$ cat src/rtl/core/edr_pkg.sv
// Shared types and constants of the edit distance ratio engine.
// Used by edr_dp_seq, edr_div and the top level in rtl/core; depends on nothing else.
`default_nettype none

package edr_pkg;

  // Default string capacity in characters.
  localparam int MAX_LEN_DEF = 64;

  // Widths of the result fields.
  localparam int DIST_W  = 7;
  localparam int LEN_W   = 7;
  localparam int RATIO_W = 17;
  localparam int CHAR_W  = 8;

  // Fraction bits of the ratio and the value that stands for 1.0.
  localparam int FRAC_BITS = 16;
  localparam logic [RATIO_W-1:0] RATIO_ONE = 17'h10000;

  // Request operation codes.
  localparam logic [1:0] OP_APPEND_FIRST  = 2'd0;
  localparam logic [1:0] OP_APPEND_SECOND = 2'd1;
  localparam logic [1:0] OP_COMPUTE       = 2'd2;

  // Status that an iterative unit reports to the control logic.
  typedef struct packed {
    logic busy;
    logic done;
  } unit_status_t;

endpackage

`default_nettype wire

$ cat src/rtl/core/edr_ram.sv
// Simple dual-port RAM with one write port and one registered read port.
// Used for the character stores and the cost row; depends on nothing else.
`default_nettype none

module edr_ram #(
  parameter int WIDTH = 8,
  parameter int DEPTH = 64,
  parameter int AW    = (DEPTH > 1) ? $clog2(DEPTH) : 1
) (
  input  wire logic             clk_i,
  input  wire logic             we_i,
  input  wire logic [AW-1:0]    waddr_i,
  input  wire logic [WIDTH-1:0] wdata_i,
  input  wire logic             re_i,
  input  wire logic [AW-1:0]    raddr_i,
  output logic      [WIDTH-1:0] rdata_o
);

  logic [WIDTH-1:0] mem [DEPTH];
  logic [WIDTH-1:0] rdata_q;

  always_ff @(posedge clk_i) begin
    if (we_i) begin
      mem[waddr_i] <= wdata_i;
    end
    if (re_i) begin
      rdata_q <= mem[raddr_i];
    end
  end

  assign rdata_o = rdata_q;

endmodule

`default_nettype wire

$ cat src/rtl/core/edr_dp_seq.sv
// Sequencer of the edit distance dynamic program over a single cost row.
// Depends on edr_pkg and edr_ram; reads the character stores of the top level.
`default_nettype none

module edr_dp_seq #(
  parameter int MAX_LEN = edr_pkg::MAX_LEN_DEF,
  parameter int CW      = $clog2(MAX_LEN + 1),
  parameter int AW      = (MAX_LEN > 1) ? $clog2(MAX_LEN) : 1
) (
  input  wire logic                  clk_i,
  input  wire logic                  rst_ni,
  input  wire logic                  start_i,
  input  wire logic [CW-1:0]         first_len_i,
  input  wire logic [CW-1:0]         second_len_i,
  output logic                       first_re_o,
  output logic      [AW-1:0]         first_raddr_o,
  input  wire logic [edr_pkg::CHAR_W-1:0] first_rdata_i,
  output logic                       second_re_o,
  output logic      [AW-1:0]         second_raddr_o,
  input  wire logic [edr_pkg::CHAR_W-1:0] second_rdata_i,
  output edr_pkg::unit_status_t      status_o,
  output logic      [CW-1:0]         dist_o
);

  typedef enum logic [4:0] {
    SQ_IDLE = 5'b00001,
    SQ_INIT = 5'b00010,
    SQ_ROW  = 5'b00100,
    SQ_RD   = 5'b01000,
    SQ_WR   = 5'b10000
  } seq_state_e;

  seq_state_e state_q, state_d;
  logic [CW-1:0] i_q, i_d, j_q, j_d;
  logic [CW-1:0] diag_q, diag_d, left_q, left_d;
  logic          done_q, done_d;

  logic          row_we, row_re;
  logic [CW-1:0] row_waddr, row_wdata, row_raddr, row_rdata;
  logic [CW-1:0] i_m1, j_m1;
  logic [CW:0]   above_inc, left_inc, sub_cost, min_ab, min_all;

  edr_ram #(
    .WIDTH(CW),
    .DEPTH(MAX_LEN + 1),
    .AW   (CW)
  ) u_row_ram (
    .clk_i  (clk_i),
    .we_i   (row_we),
    .waddr_i(row_waddr),
    .wdata_i(row_wdata),
    .re_i   (row_re),
    .raddr_i(row_raddr),
    .rdata_o(row_rdata)
  );

  assign i_m1 = i_q - CW'(1);
  assign j_m1 = j_q - CW'(1);

  // One cell: the cheapest of deletion, insertion and substitution.
  assign above_inc = {1'b0, row_rdata} + (CW+1)'(1);
  assign left_inc  = {1'b0, left_q} + (CW+1)'(1);
  assign sub_cost  = {1'b0, diag_q} + (CW+1)'(first_rdata_i != second_rdata_i);
  assign min_ab    = (above_inc < left_inc) ? above_inc : left_inc;
  assign min_all   = (min_ab < sub_cost) ? min_ab : sub_cost;

  assign first_re_o     = (state_q == SQ_ROW);
  assign first_raddr_o  = i_m1[AW-1:0];
  assign second_re_o    = (state_q == SQ_RD);
  assign second_raddr_o = j_m1[AW-1:0];
  assign row_re         = (state_q == SQ_RD);
  assign row_raddr      = j_q;

  always_comb begin
    state_d   = state_q;
    i_d       = i_q;
    j_d       = j_q;
    diag_d    = diag_q;
    left_d    = left_q;
    done_d    = 1'b0;
    row_we    = 1'b0;
    row_waddr = j_q;
    row_wdata = j_q;
    case (state_q)
      SQ_IDLE: begin
        if (start_i) begin
          j_d     = '0;
          state_d = SQ_INIT;
        end
      end
      SQ_INIT: begin
        row_we = 1'b1;
        if (j_q == second_len_i) begin
          if (first_len_i == '0) begin
            left_d  = second_len_i;
            done_d  = 1'b1;
            state_d = SQ_IDLE;
          end else begin
            i_d     = CW'(1);
            state_d = SQ_ROW;
          end
        end else begin
          j_d = j_q + CW'(1);
        end
      end
      SQ_ROW: begin
        row_we    = 1'b1;
        row_waddr = '0;
        row_wdata = i_q;
        diag_d    = i_m1;
        left_d    = i_q;
        j_d       = CW'(1);
        if (second_len_i == '0) begin
          if (i_q == first_len_i) begin
            done_d  = 1'b1;
            state_d = SQ_IDLE;
          end else begin
            i_d = i_q + CW'(1);
          end
        end else begin
          state_d = SQ_RD;
        end
      end
      SQ_RD: begin
        state_d = SQ_WR;
      end
      SQ_WR: begin
        row_we    = 1'b1;
        row_wdata = min_all[CW-1:0];
        left_d    = min_all[CW-1:0];
        diag_d    = row_rdata;
        if (j_q == second_len_i) begin
          if (i_q == first_len_i) begin
            done_d  = 1'b1;
            state_d = SQ_IDLE;
          end else begin
            i_d     = i_q + CW'(1);
            state_d = SQ_ROW;
          end
        end else begin
          j_d     = j_q + CW'(1);
          state_d = SQ_RD;
        end
      end
      default: begin
        state_d = SQ_IDLE;
      end
    endcase
  end

  always_ff @(posedge clk_i or negedge rst_ni) begin
    if (!rst_ni) begin
      state_q <= SQ_IDLE;
      done_q  <= 1'b0;
    end else begin
      state_q <= state_d;
      done_q  <= done_d;
    end
  end

  always_ff @(posedge clk_i) begin
    i_q    <= i_d;
    j_q    <= j_d;
    diag_q <= diag_d;
    left_q <= left_d;
  end

  assign status_o.busy = (state_q != SQ_IDLE);
  assign status_o.done = done_q;
  assign dist_o        = left_q;

endmodule

`default_nettype wire

$ cat src/rtl/core/edr_div.sv
// Restoring divider that forms the Q1.16 ratio one quotient bit per cycle.
// Depends on edr_pkg.
`default_nettype none

module edr_div #(
  parameter int MAX_LEN = edr_pkg::MAX_LEN_DEF,
  parameter int CW      = $clog2(MAX_LEN + 1),
  parameter int NW      = CW + edr_pkg::FRAC_BITS
) (
  input  wire logic          clk_i,
  input  wire logic          rst_ni,
  input  wire logic          start_i,
  input  wire logic [CW-1:0] numer_i,
  input  wire logic [CW-1:0] denom_i,
  output edr_pkg::unit_status_t status_o,
  output logic      [NW-1:0] quot_o
);

  localparam int SW = $clog2(NW + 1);
  localparam int FracBits = edr_pkg::FRAC_BITS;

  logic [NW-1:0] shreg_q;
  logic [CW-1:0] rem_q, denom_q;
  logic [SW-1:0] steps_q;
  logic          busy_q, done_q;
  logic [CW:0]   trial;
  logic          fits;

  assign trial = {rem_q, shreg_q[NW-1]};
  assign fits  = (trial >= {1'b0, denom_q});

  always_ff @(posedge clk_i or negedge rst_ni) begin
    if (!rst_ni) begin
      busy_q  <= 1'b0;
      done_q  <= 1'b0;
      steps_q <= '0;
    end else begin
      done_q <= 1'b0;
      if (start_i && !busy_q) begin
        busy_q  <= 1'b1;
        steps_q <= SW'(NW);
      end else if (busy_q) begin
        steps_q <= steps_q - SW'(1);
        if (steps_q == SW'(1)) begin
          busy_q <= 1'b0;
          done_q <= 1'b1;
        end
      end
    end
  end

  always_ff @(posedge clk_i) begin
    if (start_i && !busy_q) begin
      shreg_q <= {numer_i, {FracBits{1'b0}}};
      rem_q   <= '0;
      denom_q <= denom_i;
    end else if (busy_q) begin
      shreg_q <= {shreg_q[NW-2:0], fits};
      rem_q   <= fits ? CW'(trial - {1'b0, denom_q}) : trial[CW-1:0];
    end
  end

  assign status_o.busy = busy_q;
  assign status_o.done = done_q;
  assign quot_o        = shreg_q;

endmodule

`default_nettype wire

$ cat src/rtl/core/edit_distance_ratio_engine_top.sv
// Top level of the edit distance ratio engine: request intake, character
// stores, result register. Depends on edr_pkg, edr_ram, edr_dp_seq, edr_div.
//
// Usage. Requests arrive on the input channel (in_valid_i, in_stall_o,
// op_i, ch_i). An append request (op 0 or 1) stores ch_i at the end of the
// first or second string; the block stays ready. A character beyond
// MAX_LEN is dropped and the truncation flag is raised. A compute request
// (op 2) stalls the input channel until its result is loaded into the
// output register. The row sweep first seeds the cost row and then, for
// each character of the first string, computes one cell per character of
// the second string, each cell in a read state and a write state of the
// cost row RAM. The restoring divider then forms the ratio. When both
// strings are empty, the sweep and the divider are skipped.
// The result is held in an output register (out_valid_o, out_stall_i and the
// field ports). Append requests are taken while it waits; a later compute
// finishes its work and then holds until the receiver takes the earlier
// result. Emitting a result clears both strings and the truncation flag.
// Reset empties both strings, clears the flag and drops any pending result;
// the character stores themselves are not cleared.
`default_nettype none

module edit_distance_ratio_engine_top #(
  parameter int MAX_LEN = edr_pkg::MAX_LEN_DEF
) (
  input  wire logic                         clk_i,
  input  wire logic                         rst_ni,
  input  wire logic                         in_valid_i,
  output logic                              in_stall_o,
  input  wire logic [1:0]                   op_i,
  input  wire logic [edr_pkg::CHAR_W-1:0]   ch_i,
  output logic                              out_valid_o,
  input  wire logic                         out_stall_i,
  output logic      [edr_pkg::DIST_W-1:0]   distance_o,
  output logic      [edr_pkg::LEN_W-1:0]    longer_length_o,
  output logic      [edr_pkg::RATIO_W-1:0]  ratio_o,
  output logic                              truncated_o
);

  localparam int CW      = $clog2(MAX_LEN + 1);
  localparam int AW      = (MAX_LEN > 1) ? $clog2(MAX_LEN) : 1;
  localparam int NW      = CW + edr_pkg::FRAC_BITS;
  localparam int DistW   = edr_pkg::DIST_W;
  localparam int LenW    = edr_pkg::LEN_W;
  localparam int RatioW  = edr_pkg::RATIO_W;

  // Control states: idle and taking requests, running the row sweep,
  // dividing, and waiting to hand the result to the output register.
  typedef enum logic [3:0] {
    S_IDLE = 4'b0001,
    S_DP   = 4'b0010,
    S_DIV  = 4'b0100,
    S_EMIT = 4'b1000
  } top_state_e;

  top_state_e    state_q, state_d;
  logic [CW-1:0] first_count_q, first_count_d;
  logic [CW-1:0] second_count_q, second_count_d;
  logic          dropped_q, dropped_d;
  logic [CW-1:0] longer_q, longer_d;
  logic [CW-1:0] dist_q, dist_d;

  logic          out_valid_q;
  logic [DistW-1:0]  out_dist_q;
  logic [LenW-1:0]   out_len_q;
  logic [RatioW-1:0] out_ratio_q;
  logic          out_trunc_q;

  logic req_accept, out_free, out_load;
  logic first_we, second_we;
  logic seq_start, div_start;
  logic first_full, second_full;

  logic                       first_re, second_re;
  logic [AW-1:0]              first_raddr, second_raddr;
  logic [edr_pkg::CHAR_W-1:0] first_rdata, second_rdata;
  edr_pkg::unit_status_t      seq_status, div_status;
  logic [CW-1:0]              seq_dist;
  logic [NW-1:0]              div_quot;

  assign in_stall_o  = (state_q != S_IDLE);
  assign req_accept  = in_valid_i && !in_stall_o;
  assign first_full  = (first_count_q == CW'(MAX_LEN));
  assign second_full = (second_count_q == CW'(MAX_LEN));
  assign first_we    = req_accept && (op_i == edr_pkg::OP_APPEND_FIRST) && !first_full;
  assign second_we   = req_accept && (op_i == edr_pkg::OP_APPEND_SECOND) && !second_full;

  // The output register is free when empty or being drained this cycle.
  assign out_free = !out_valid_q || !out_stall_i;
  assign out_load = (state_q == S_EMIT) && out_free;

  edr_ram #(
    .WIDTH(edr_pkg::CHAR_W),
    .DEPTH(MAX_LEN),
    .AW   (AW)
  ) u_first_ram (
    .clk_i  (clk_i),
    .we_i   (first_we),
    .waddr_i(first_count_q[AW-1:0]),
    .wdata_i(ch_i),
    .re_i   (first_re),
    .raddr_i(first_raddr),
    .rdata_o(first_rdata)
  );

  edr_ram #(
    .WIDTH(edr_pkg::CHAR_W),
    .DEPTH(MAX_LEN),
    .AW   (AW)
  ) u_second_ram (
    .clk_i  (clk_i),
    .we_i   (second_we),
    .waddr_i(second_count_q[AW-1:0]),
    .wdata_i(ch_i),
    .re_i   (second_re),
    .raddr_i(second_raddr),
    .rdata_o(second_rdata)
  );

  edr_dp_seq #(
    .MAX_LEN(MAX_LEN),
    .CW     (CW),
    .AW     (AW)
  ) u_dp_seq (
    .clk_i         (clk_i),
    .rst_ni        (rst_ni),
    .start_i       (seq_start),
    .first_len_i   (first_count_q),
    .second_len_i  (second_count_q),
    .first_re_o    (first_re),
    .first_raddr_o (first_raddr),
    .first_rdata_i (first_rdata),
    .second_re_o   (second_re),
    .second_raddr_o(second_raddr),
    .second_rdata_i(second_rdata),
    .status_o      (seq_status),
    .dist_o        (seq_dist)
  );

  // The divider starts in the same cycle that the sweep reports done, taking
  // the distance straight from the sequencer.
  assign div_start = (state_q == S_DP) && seq_status.done;

  edr_div #(
    .MAX_LEN(MAX_LEN),
    .CW     (CW),
    .NW     (NW)
  ) u_div (
    .clk_i   (clk_i),
    .rst_ni  (rst_ni),
    .start_i (div_start),
    .numer_i (seq_dist),
    .denom_i (longer_q),
    .status_o(div_status),
    .quot_o  (div_quot)
  );

  always_comb begin
    state_d        = state_q;
    first_count_d  = first_count_q;
    second_count_d = second_count_q;
    dropped_d      = dropped_q;
    longer_d       = longer_q;
    dist_d         = dist_q;
    seq_start      = 1'b0;
    case (state_q)
      S_IDLE: begin
        if (req_accept) begin
          case (op_i)
            edr_pkg::OP_APPEND_FIRST: begin
              if (first_full) begin
                dropped_d = 1'b1;
              end else begin
                first_count_d = first_count_q + CW'(1);
              end
            end
            edr_pkg::OP_APPEND_SECOND: begin
              if (second_full) begin
                dropped_d = 1'b1;
              end else begin
                second_count_d = second_count_q + CW'(1);
              end
            end
            edr_pkg::OP_COMPUTE: begin
              longer_d = (first_count_q > second_count_q) ? first_count_q : second_count_q;
              dist_d   = '0;
              if ((first_count_q == '0) && (second_count_q == '0)) begin
                // Two empty strings need no sweep: distance and ratio are zero.
                state_d = S_EMIT;
              end else begin
                seq_start = 1'b1;
                state_d   = S_DP;
              end
            end
            default: begin
              // The unused code is taken and ignored.
            end
          endcase
        end
      end
      S_DP: begin
        if (seq_status.done) begin
          dist_d  = seq_dist;
          state_d = S_DIV;
        end
      end
      S_DIV: begin
        if (div_status.done) begin
          state_d = S_EMIT;
        end
      end
      S_EMIT: begin
        if (out_free) begin
          first_count_d  = '0;
          second_count_d = '0;
          dropped_d      = 1'b0;
          state_d        = S_IDLE;
        end
      end
      default: begin
        state_d = S_IDLE;
      end
    endcase
  end

  always_ff @(posedge clk_i or negedge rst_ni) begin
    if (!rst_ni) begin
      state_q        <= S_IDLE;
      first_count_q  <= '0;
      second_count_q <= '0;
      dropped_q      <= 1'b0;
      out_valid_q    <= 1'b0;
    end else begin
      state_q        <= state_d;
      first_count_q  <= first_count_d;
      second_count_q <= second_count_d;
      dropped_q      <= dropped_d;
      if (out_load) begin
        out_valid_q <= 1'b1;
      end else if (out_valid_q && !out_stall_i) begin
        out_valid_q <= 1'b0;
      end
    end
  end

  always_ff @(posedge clk_i) begin
    longer_q <= longer_d;
    dist_q   <= dist_d;
    if (out_load) begin
      out_dist_q  <= DistW'(dist_q);
      out_len_q   <= LenW'(longer_q);
      out_ratio_q <= (longer_q == '0) ? '0 : RatioW'(div_quot);
      out_trunc_q <= dropped_q;
    end
  end

  assign out_valid_o     = out_valid_q;
  assign distance_o      = out_dist_q;
  assign longer_length_o = out_len_q;
  assign ratio_o         = out_ratio_q;
  assign truncated_o     = out_trunc_q;

`ifndef SYNTHESIS
  // The sweep only reports completion while the control waits for it.
  a_seq_done_in_dp: assert property (@(posedge clk_i) disable iff (!rst_ni)
    seq_status.done |-> (state_q == S_DP))
    else $error("row sweep finished outside the sweep state");

  // The divider only reports completion while the control waits for it.
  a_div_done_in_div: assert property (@(posedge clk_i) disable iff (!rst_ni)
    div_status.done |-> (state_q == S_DIV))
    else $error("divider finished outside the divide state");

  // String lengths never pass the capacity.
  a_count_bound: assert property (@(posedge clk_i) disable iff (!rst_ni)
    (first_count_q <= CW'(MAX_LEN)) && (second_count_q <= CW'(MAX_LEN)))
    else $error("string length beyond capacity");

  // Handing a result over leaves both strings empty and the flag clear.
  a_emit_clears: assert property (@(posedge clk_i) disable iff (!rst_ni)
    out_load |=> (first_count_q == '0) && (second_count_q == '0) && !dropped_q)
    else $error("strings not cleared after a result");

  // The distance never exceeds the longer length, so the ratio stays at or below one.
  a_ratio_bound: assert property (@(posedge clk_i) disable iff (!rst_ni)
    out_valid_o |-> (ratio_o <= edr_pkg::RATIO_ONE))
    else $error("ratio above one");
`endif

endmodule

`default_nettype wire

$ cat config.mk
export PLATFORM = sky130hd
export DESIGN_NAME = edit_distance_ratio_engine_top
export DESIGN_NICKNAME = d
export VERILOG_FILES = /design/src/rtl/core/edr_pkg.sv /design/src/rtl/core/edr_ram.sv /design/src/rtl/core/edr_dp_seq.sv /design/src/rtl/core/edr_div.sv /design/src/rtl/core/edit_distance_ratio_engine_top.sv
export SDC_FILE = /design/constraint.sdc
export NUM_CORES = 2
export LEC_CHECK = 0
export BUFFER_PORTS_ARGS = -buffer_cell sky130_fd_sc_hd__buf_2
export CORE_MARGIN = 8
export CORE_UTILIZATION = 47
export CTS_BUF_LIST = sky130_fd_sc_hd__clkbuf_2
export DETAILED_ROUTE_END_ITERATION = 12
export RECOVER_POWER = 50
export SLEW_MARGIN = 20
export SYNTH_ARGS = -nofsm -noshare
export SYNTH_HDL_FRONTEND = slang
export SYNTH_SLANG_ARGS = --single-unit
export TNS_END_PERCENT = 50
$ cat constraint.sdc
create_clock -name clk_i -period 16.5 [get_ports clk_i]
set_input_delay 2.475 -clock clk_i [delete_from_list [all_inputs] [get_ports clk_i]]
set_output_delay 2.475 -clock clk_i [all_outputs]
set_load 0.03 [all_outputs]
# --- Word level (Yosys, flattened, before mapping) ---
# Memories as Yosys holds them, arrays and structs flattened. A register that Yosys moved wholly into a read port is not among the register bits.
# Index checks and enable logic that the tools add are counted.
classes:
  bitwise_logic: 0
  order_cmp: 4
  n_mul: 0
  n_eq_ne: 38
  n_shift: 0
  muxes: 82
  div_mod_pow: 0
  n_reduce_logical: 40
  addsub: 11
ops:
  columns: ["operator", "count"]
  rows:
  - ["2-to-1 mux 7 bit", 23]
  - ["one-hot mux 7 bit (2 select lines)", 5]
  - ["one-hot mux 7 bit (3 select lines)", 3]
  - ["2-to-1 mux 23 bit", 2]
  - ["2-to-1 mux 5 bit", 6]
  - ["adder 7 x 1 -> 7 bit (second input constant)", 4]
  - ["2-to-1 mux 1 bit", 28]
  - ["2-to-1 mux 4 bit", 7]
  - ["one-hot mux 5 bit (5 select lines)", 1]
  - ["logical NOT 7 bit", 3]
  - ["inequality test 2 bit (second input constant)", 10]
  - ["AND reduction 5 bit", 4]
  - ["adder 7 x 1 -> 8 bit (second input constant)", 2]
  - ["< comparator 8 bit", 2]
  - ["one-hot mux 4 bit (4 select lines)", 1]
  - ["== test 7 bit", 2]
  - ["== test 7 bit (second input constant)", 2]
  - ["inequality test 2 x 1 -> 1 bit (second input constant)", 6]
  - ["AND reduction 3 bit", 4]
  - ["== test 5 x 1 -> 1 bit (second input constant)", 2]
  - ["logical AND 1 bit", 10]
  - ["nonzero test 2 bit", 5]
  - ["inequality test 3 bit (second input constant)", 3]
  - ["adder 7 x 1 -> 8 bit", 1]
  - ["other kinds (31)", 39]
totals:
  elab_cells: 202
  latchBits: 0
  memories: 3
  out_inout_bits: 34
  register_bits: 144
  romBits: 0
  ramBits: 1479
mem_list:
  columns: ["memory", "depth", "width", "read_ports", "rd_clocked_by_memory_dff", "wr", "line", "rtl"]
  rows:
  - ["u_first_ram.mem", 64, 8, 1, 1, 1, "edr_ram.sv:19", "logic [WIDTH-1:0] mem [DEPTH];"]
  - ["u_second_ram.mem", 64, 8, 1, 1, 1, "edr_ram.sv:19", null]
  - ["u_dp_seq.u_row_ram.mem", 65, 7, 1, 1, 1, "edr_ram.sv:19", null]

# --- Depth between registers and ports, before layout ---
depth:
  word_depth: 8
  ltp_mapped: 19

# --- Cells and area by module ---
# From an unflattened synthesis, not the netlist that was laid out.
unflattened:
  cells_unflattened: 3542
  area_unflattened_um2: 66980.5
by_module_without_submodules:
  columns: ["mod", "area_each_um2", "n_inst", "cells_each", "seq_area_each_um2"]
  rows:
  - ["edr_ram (u_first_ram ...)", 20246.9, 2, 940, 15615.0]
  - ["edr_ram (u_dp_seq.u_row_ram)", 18044.8, 1, 818, 13873.3]
  - ["edr_dp_seq", 3299.4, 1, 387, 992.2]
  - ["edit_distance_ratio_engine_top", 3041.7, 1, 242, 1883.1]
  - ["edr_div", 2100.8, 1, 215, 1056.0]

# --- Worst setup path before layout ---
# Ideal clock, no wire load.
synth_timing:
  path_type: "flip-flop to flip-flop"
  start: "register u_dp_seq.u_row_ram.rdata_q[0], in the netlist u_dp_seq.u_row_ram.rdata_o[0] (read register of u_dp_seq.u_row_ram.mem)"
  end: "memory u_dp_seq.u_row_ram.mem[0][1] in the netlist's numbering (data pin)"
  n_path_buf: 0
  setup_time_ns: 0.547
  stages_incl_launch_ff: 18
  setup_slack_ns: 11.280
  arrival_ns: 4.673
  cell_sequence: "edfxtp_1 > ha_1 > nand3_1 > xor2_1 > inv_1 > ha_1 > or4_1 > a21oi_1 > a211oi_2 > nor2_4 > mux2i_1 > ha_1 > a211oi_1 > nor2_1 > nor3_1 > o311a_1 > a22oi_1 > o211ai_1"
synth_via:
  elab_chain_len: 6
synth_lines:
  columns: ["item", "line", "rtl"]
  rows:
  - ["from (decl)", "edr_ram.sv:20", "logic [WIDTH-1:0] rdata_q;"]
  - ["adder 7 x 1 -> 8 bit *", "edr_dp_seq.sv:61", "assign above_inc = {1'b0, row_rdata} + (CW+1)'(1);"]
  - ["< comparator 8 bit", "edr_dp_seq.sv:64", "assign min_ab = (above_inc < left_inc) ? above_inc : left_inc;"]
  - ["2-to-1 mux 8 bit *", "edr_dp_seq.sv:64", null]
  - ["< comparator 8 bit", "edr_dp_seq.sv:65", "assign min_all = (min_ab < sub_cost) ? min_ab : sub_cost;"]
  - ["2-to-1 mux 7 bit *", "edr_dp_seq.sv:65", null]
  - ["one-hot mux 7 bit (2 select lines) *", "edr_dp_seq.sv:84", "case (state_q)"]
  - ["named net u_dp_seq.row_wdata[1]", "edr_dp_seq.sv:39", "logic [CW-1:0] row_waddr, row_wdata, row_raddr, row_rdata;"]
  - ["to (decl)", "edr_ram.sv:19", null]
# Mark *: on every way through the listed nets, which the timed path passes. The rest lies on a longest branch.

# --- Worst setup path after layout ---
layout_timing:
  start: "register u_dp_seq.j_q[2]"
  end: "memory u_dp_seq.u_row_ram.mem[12][0] in the netlist's numbering, enable pin"
layout_via:
  elab_chain_len: 1
layout_lines:
  columns: ["item", "line", "rtl"]
  rows:
  - ["from (decl)", "edr_dp_seq.sv:34", "logic [CW-1:0] i_q, i_d, j_q, j_d;"]
  - ["from (signal assigned)", "edr_dp_seq.sv:163", "j_q <= j_d;"]
  - ["2-to-1 mux 7 bit", "edr_dp_seq.sv:84", null]
# Every way passes these cells.

==> reports/qor_table.md <==
| Item | This run | Unit |
| --- | --- | --- |
| Tcrit/Tclk final | 0.4740 | - |
| Clock Path Buffers | 4 | - |
| CTS H-tree lvls | 5 | - |
| Power density of the placed cells | 132.6 | mW/mm² |
| Hold EP | distance_o[2]$_DFFE_PP_ | - |
| Req. time, crit path | 17.76 | ns |
| Slew Viols, Final | 1326 | - |
| Leakage power of the design | 0.02301 | µW |
| Number of buffers added to fix hold violations after cts | 0 | - |
| Delay of the slowest critical-path stage | 2.65 | ns |
| Met1 WL | 63.74 | mm |
| Buffer type at the clock tree root | clkbuf_2 | - |
| Count of clock tree sinks | 1646 | - |
| Switching power summed over all nets | 2828 | µW |
| Total power draw | 9454 | µW |
| Count of unique library cells instantiated by Yosys | 74 | - |
| Width of the die | 389.9 | µm |
| Post-route insts no fill | 5737 | - |
| Floorplan row count | 137 | - |
| Post-Route WL | 152.2 | mm |
| Number of synthesized register bits | 1646 | - |
| Register area share after synthesis | 0.7461 | - |
| Violations in the final reports | capacitance limit, slew limit | - |
| Count of maximum capacitance violations | 23 | - |
| Clock share of power | 0.267 | - |
| Average cell area after synthesis | 20.31 | µm² |
| Area of the mapped netlist | 0.06572 | mm² |
| Die span in y | 389.9 | µm |
| Largest fanout on the critical path | 58 | - |
| Placer's final routability congestion estimate | 0.8552 | - |
| Number of port buffers | 47 | - |
| Total placed cells including tap cells | 5042 | - |
| TritonCTS buffer count | 402 | - |
| Final worst path period need | 7.821 | ns |
| Clock transition at path regs | 0.10 | ns |
| Slew headroom | -1.891 | - |
| Worst reg2reg path startpoint | u_dp_seq.j_q[2]$_DFFE_PP_ | - |
| Nets | 3627 | - |
| Worst Hold Launch | dist_q[2]$_SDFFCE_PN0P_ | - |
| Total die area | 0.1521 | mm² |
| Number of global-route vias before repair | 34840 | - |
| Detailed-routing iteration count for the pre-antenna-repair pass | 5 | - |
| Post-detail-place hpwl | 93.20 | mm |
| Total of endpoints with negative setup slack in the final report | 0 | - |
| Residual DRC | 0 | - |
| Syn Inst Count | 3236 | - |
| Clock Skews | 0.1538 | ns |
| Effective utilization at floorplan | 0.4722 | - |
| Final Hold Vio Count | 0 | - |
| Met3 WL | 10.21 | mm |
| Worst-Skew Late Latency | 1.72 | ns |
| Antenna violations before repair | 6 | - |
| Total cell area at the placement stage | 0.06801 | mm² |
| Pint | 6626 | µW |
| Run status | finished with violations | - |
| Core occupancy in the finished layout | 0.5123 | - |
| Cell type with the largest total area after synthesis | edfxtp_1 | - |
| Maximum resistive drop on vdd | 0.1013 | mV |
| Crit start category | flop | - |
| Switching portion of total power | 0.2992 | - |
| Total I/O pin count | 48 | - |
| Slew at the pin closest to its max-slew limit | 4.337 | ns |
| Resized Gates After CTS | 0 | - |
| Category of the worst setup path capture point | flop | - |
| Initial detailed-routing violation count | 2923 | - |
| Global-route wire length before repair | 227.0 | mm |
| Overflow after GRT | 0 | - |
| Classification of the worst-slack hold path | flop to flop | - |
| Routed length on met2 | 74.54 | mm |
| Antenna-violating nets left | 0 | - |
| Core footprint | 0.1392 | mm² |
| Prevailing post-synth register cell | edfxtp_1 | - |
| Depth of the worst hold-timing path | 0 | - |
| CTS tree | yes | - |
| Final routed wire length divided by cell count | 26.52 | µm |
| Area growth syn-to-layout | 8.498 | % |
| Final Instance Area | 0.07131 | mm² |
| Cell breakdown of the critical path | clkbuf_1, clkbuf_1, nor2b_1, nand3_1, nor2_1 | - |
| Critical Setup Path Class | flop to flop | - |
| Syn_nets | 3293 | - |
| Fraction of synthesized cell area taken by the top area cell type | 0.7265 | - |
| Share of layout cells above drive strength 1 | 0.2962 | - |
| Setup slack of the worst register-to-register path | 8.68 | ns |
| Async S/R FF share, synth | 0.02005 | - |
| Vias after detailed routing | 33060 | - |
| Highest clock frequency the design can meet | 0.1279 | GHz |
| Most used cell, CP | clkbuf_1 | - |
| Pin count of the biggest net entering global routing | 115 | - |
| Top routing layer in use | met5 | - |
| Setup repair after global routing missed its margin | no | - |
| Number of setup buffers added after CTS | 0 | - |
| Overall track demand over capacity in global routing | 0.1997 | - |
| Dominant cells by area after synthesis | edfxtp_1, mux4_2, nor2_1 | - |
| Filler cell count | 11250 | - |
| Setup TNS after final layout | 0 | ns |
| Fraction of power consumed by sequential logic | 0.511 | - |
| Warnings from Yosys | 0 | - |
| Crit path DAT | 9.08 | ns |
| Standard cell with the maximum stage delay on the critical path | clkbuf_1 | - |
| Average via count per standard cell | 5.762 | - |
| Reg-to-reg endpoint | u_dp_seq.u_row_ram.mem[12][0]$_DFFE_PP_ | - |
| Depth of the worst register-to-register path | 5 | - |
| Comb power frac | 0.221 | - |
| Number of flops mapped to enable cells by yosys | 1590 | - |
==> metal layers <==
layer	GRT usage	vias up
met1	0.2730	17240
met5	0	-
met2	0.3228	1348
met4	0.06054	6
li1	-	14220
met3	0.04529	245
==> critical path, delay by kind of cell (launching register included) <==
kind,cells,cell delay [ns]
buffers and inverters,2,4.86
flip-flops,1,0.72
AND/OR/NAND/NOR,3,1.85
==> how the worst max path moves through the flow <==
stage	start	to	cells past startpoint
2_1_floorplan	u_dp_seq.u_row_ram.rdata_o[0]$_DFFE_PP_	u_dp_seq.u_row_ram.mem[0][1]$_DFFE_PP_	17
5_1_grt	u_dp_seq.j_q[2]$_DFFE_PP_	u_dp_seq.u_row_ram.mem[12][0]$_DFFE_PP_	5
3_5_place_dp	u_dp_seq.u_row_ram.rdata_o[0]$_DFFE_PP_	u_dp_seq.u_row_ram.mem[16][5]$_DFFE_PP_	18
6_report	u_dp_seq.j_q[2]$_DFFE_PP_	u_dp_seq.u_row_ram.mem[12][0]$_DFFE_PP_	5
4_1_cts	state_q[0]$_DFFE_PN1P_	in_stall_o	4
3_3_place_gp	u_dp_seq.u_row_ram.rdata_o[0]$_DFFE_PP_	u_dp_seq.u_row_ram.mem[16][5]$_DFFE_PP_	18
==> area by class of cell <==
type	count	area, µm²	share of cell area
multi-input cells	1389	15850	0.2223
flip-flops and latches	1646	49030	0.6877
well taps	1876	2347	0.03292
diodes	6	15.01	0.0002106
clock inverters	113	519.2	0.007282
repair buffers	87	493.0	0.006913
inverters	44	165.2	0.002316
clock buffers	576	2883	0.04043
==> cells by family (layout without fill, tap and decap cells) <==
family / after synthesis / after routing / synth area share
xor+xnor: 71 / 71 / 0.009462
mux: 489 / 489 / 0.1597
other cells: 0 / 6 / 0
buf+inv: 201 / 820 / 0.01390
simple gates: 566 / 566 / 0.04013
fa+ha+maj: 43 / 43 / 0.008300
compound gates: 220 / 220 / 0.02246
flops: 1646 / 1646 / 0.7461
==> placed cells by master, fill, tap and decap left out, types with 12 or more instances in the layout <==
cell type	synthesis	final
inv_1	43	43
ha_1	42	41
xnor2_1	35	31
nand2_1	87	85
or3_1	16	16
and2_1	25	16
nor2_1	269	269
nand2b_1	12	12
a22oi_1	42	42
mux2i_1	29	29
nor2b_1	13	13
clkinv_1	1	97
edfxtp_1	1590	1590
xor2_1	36	36
o21ai_0	35	35
nor3_1	15	15
buf_2	46	37
buf_4	15	19
clkbuf_1	83	28
o22ai_1	14	15
a22o_1	23	23
mux4_2	446	446
clkbuf_2	0	576
dfxtp_1	23	23
nand3_1	63	60
dfrtp_1	31	31
a21oi_1	60	59
==> through the flow <==
stage | hold slack (ns) | setup WS (ns)
6_report | 0.4374 | 8.679
3_3_place_gp | 0.4141 | 10.80
2_1_floorplan | 0.4003 | 11.28
4_1_cts | 0.4332 | 10.36
5_1_grt | 0.4308 | 8.179
3_5_place_dp | 0.4235 | 10.74
==> state kept, by name, indices dropped and copies added, names as in the netlist, 8 cells and up <==
signal and flops:
u_dp_seq.u_row_ram.mem 455, ratio_o 17, u_first_ram.rdata_o 8, u_second_ram.mem 512, u_div.quot_o 23, u_second_ram.rdata_o 8
u_first_ram.mem 512
==> cells in the mapped netlist (29+ instances only) <==
cell type and number:
mux2i_1 29, mux4_2 446, nor2_1 269, ha_1 42, edfxtp_1 1590, nand3_1 63
o21ai_0 35, dfrtp_1 31, inv_1 43, nand2_1 87, a21oi_1 60, a22oi_1 42
xnor2_1 35, xor2_1 36, clkbuf_1 83, buf_2 46
==> power by group through the flow <==
stage	Clock, µW	Sequential [µW]	Combinational (µW)
3_3_place_gp	0	4920	2060
6_report	2530	4830	2090
5_1_grt	2800	4850	2220
2_1_floorplan	0	4900	1430
4_1_cts	2600	4830	2100
3_5_place_dp	0	4930	2090
(Power assumes the default switching activity.)
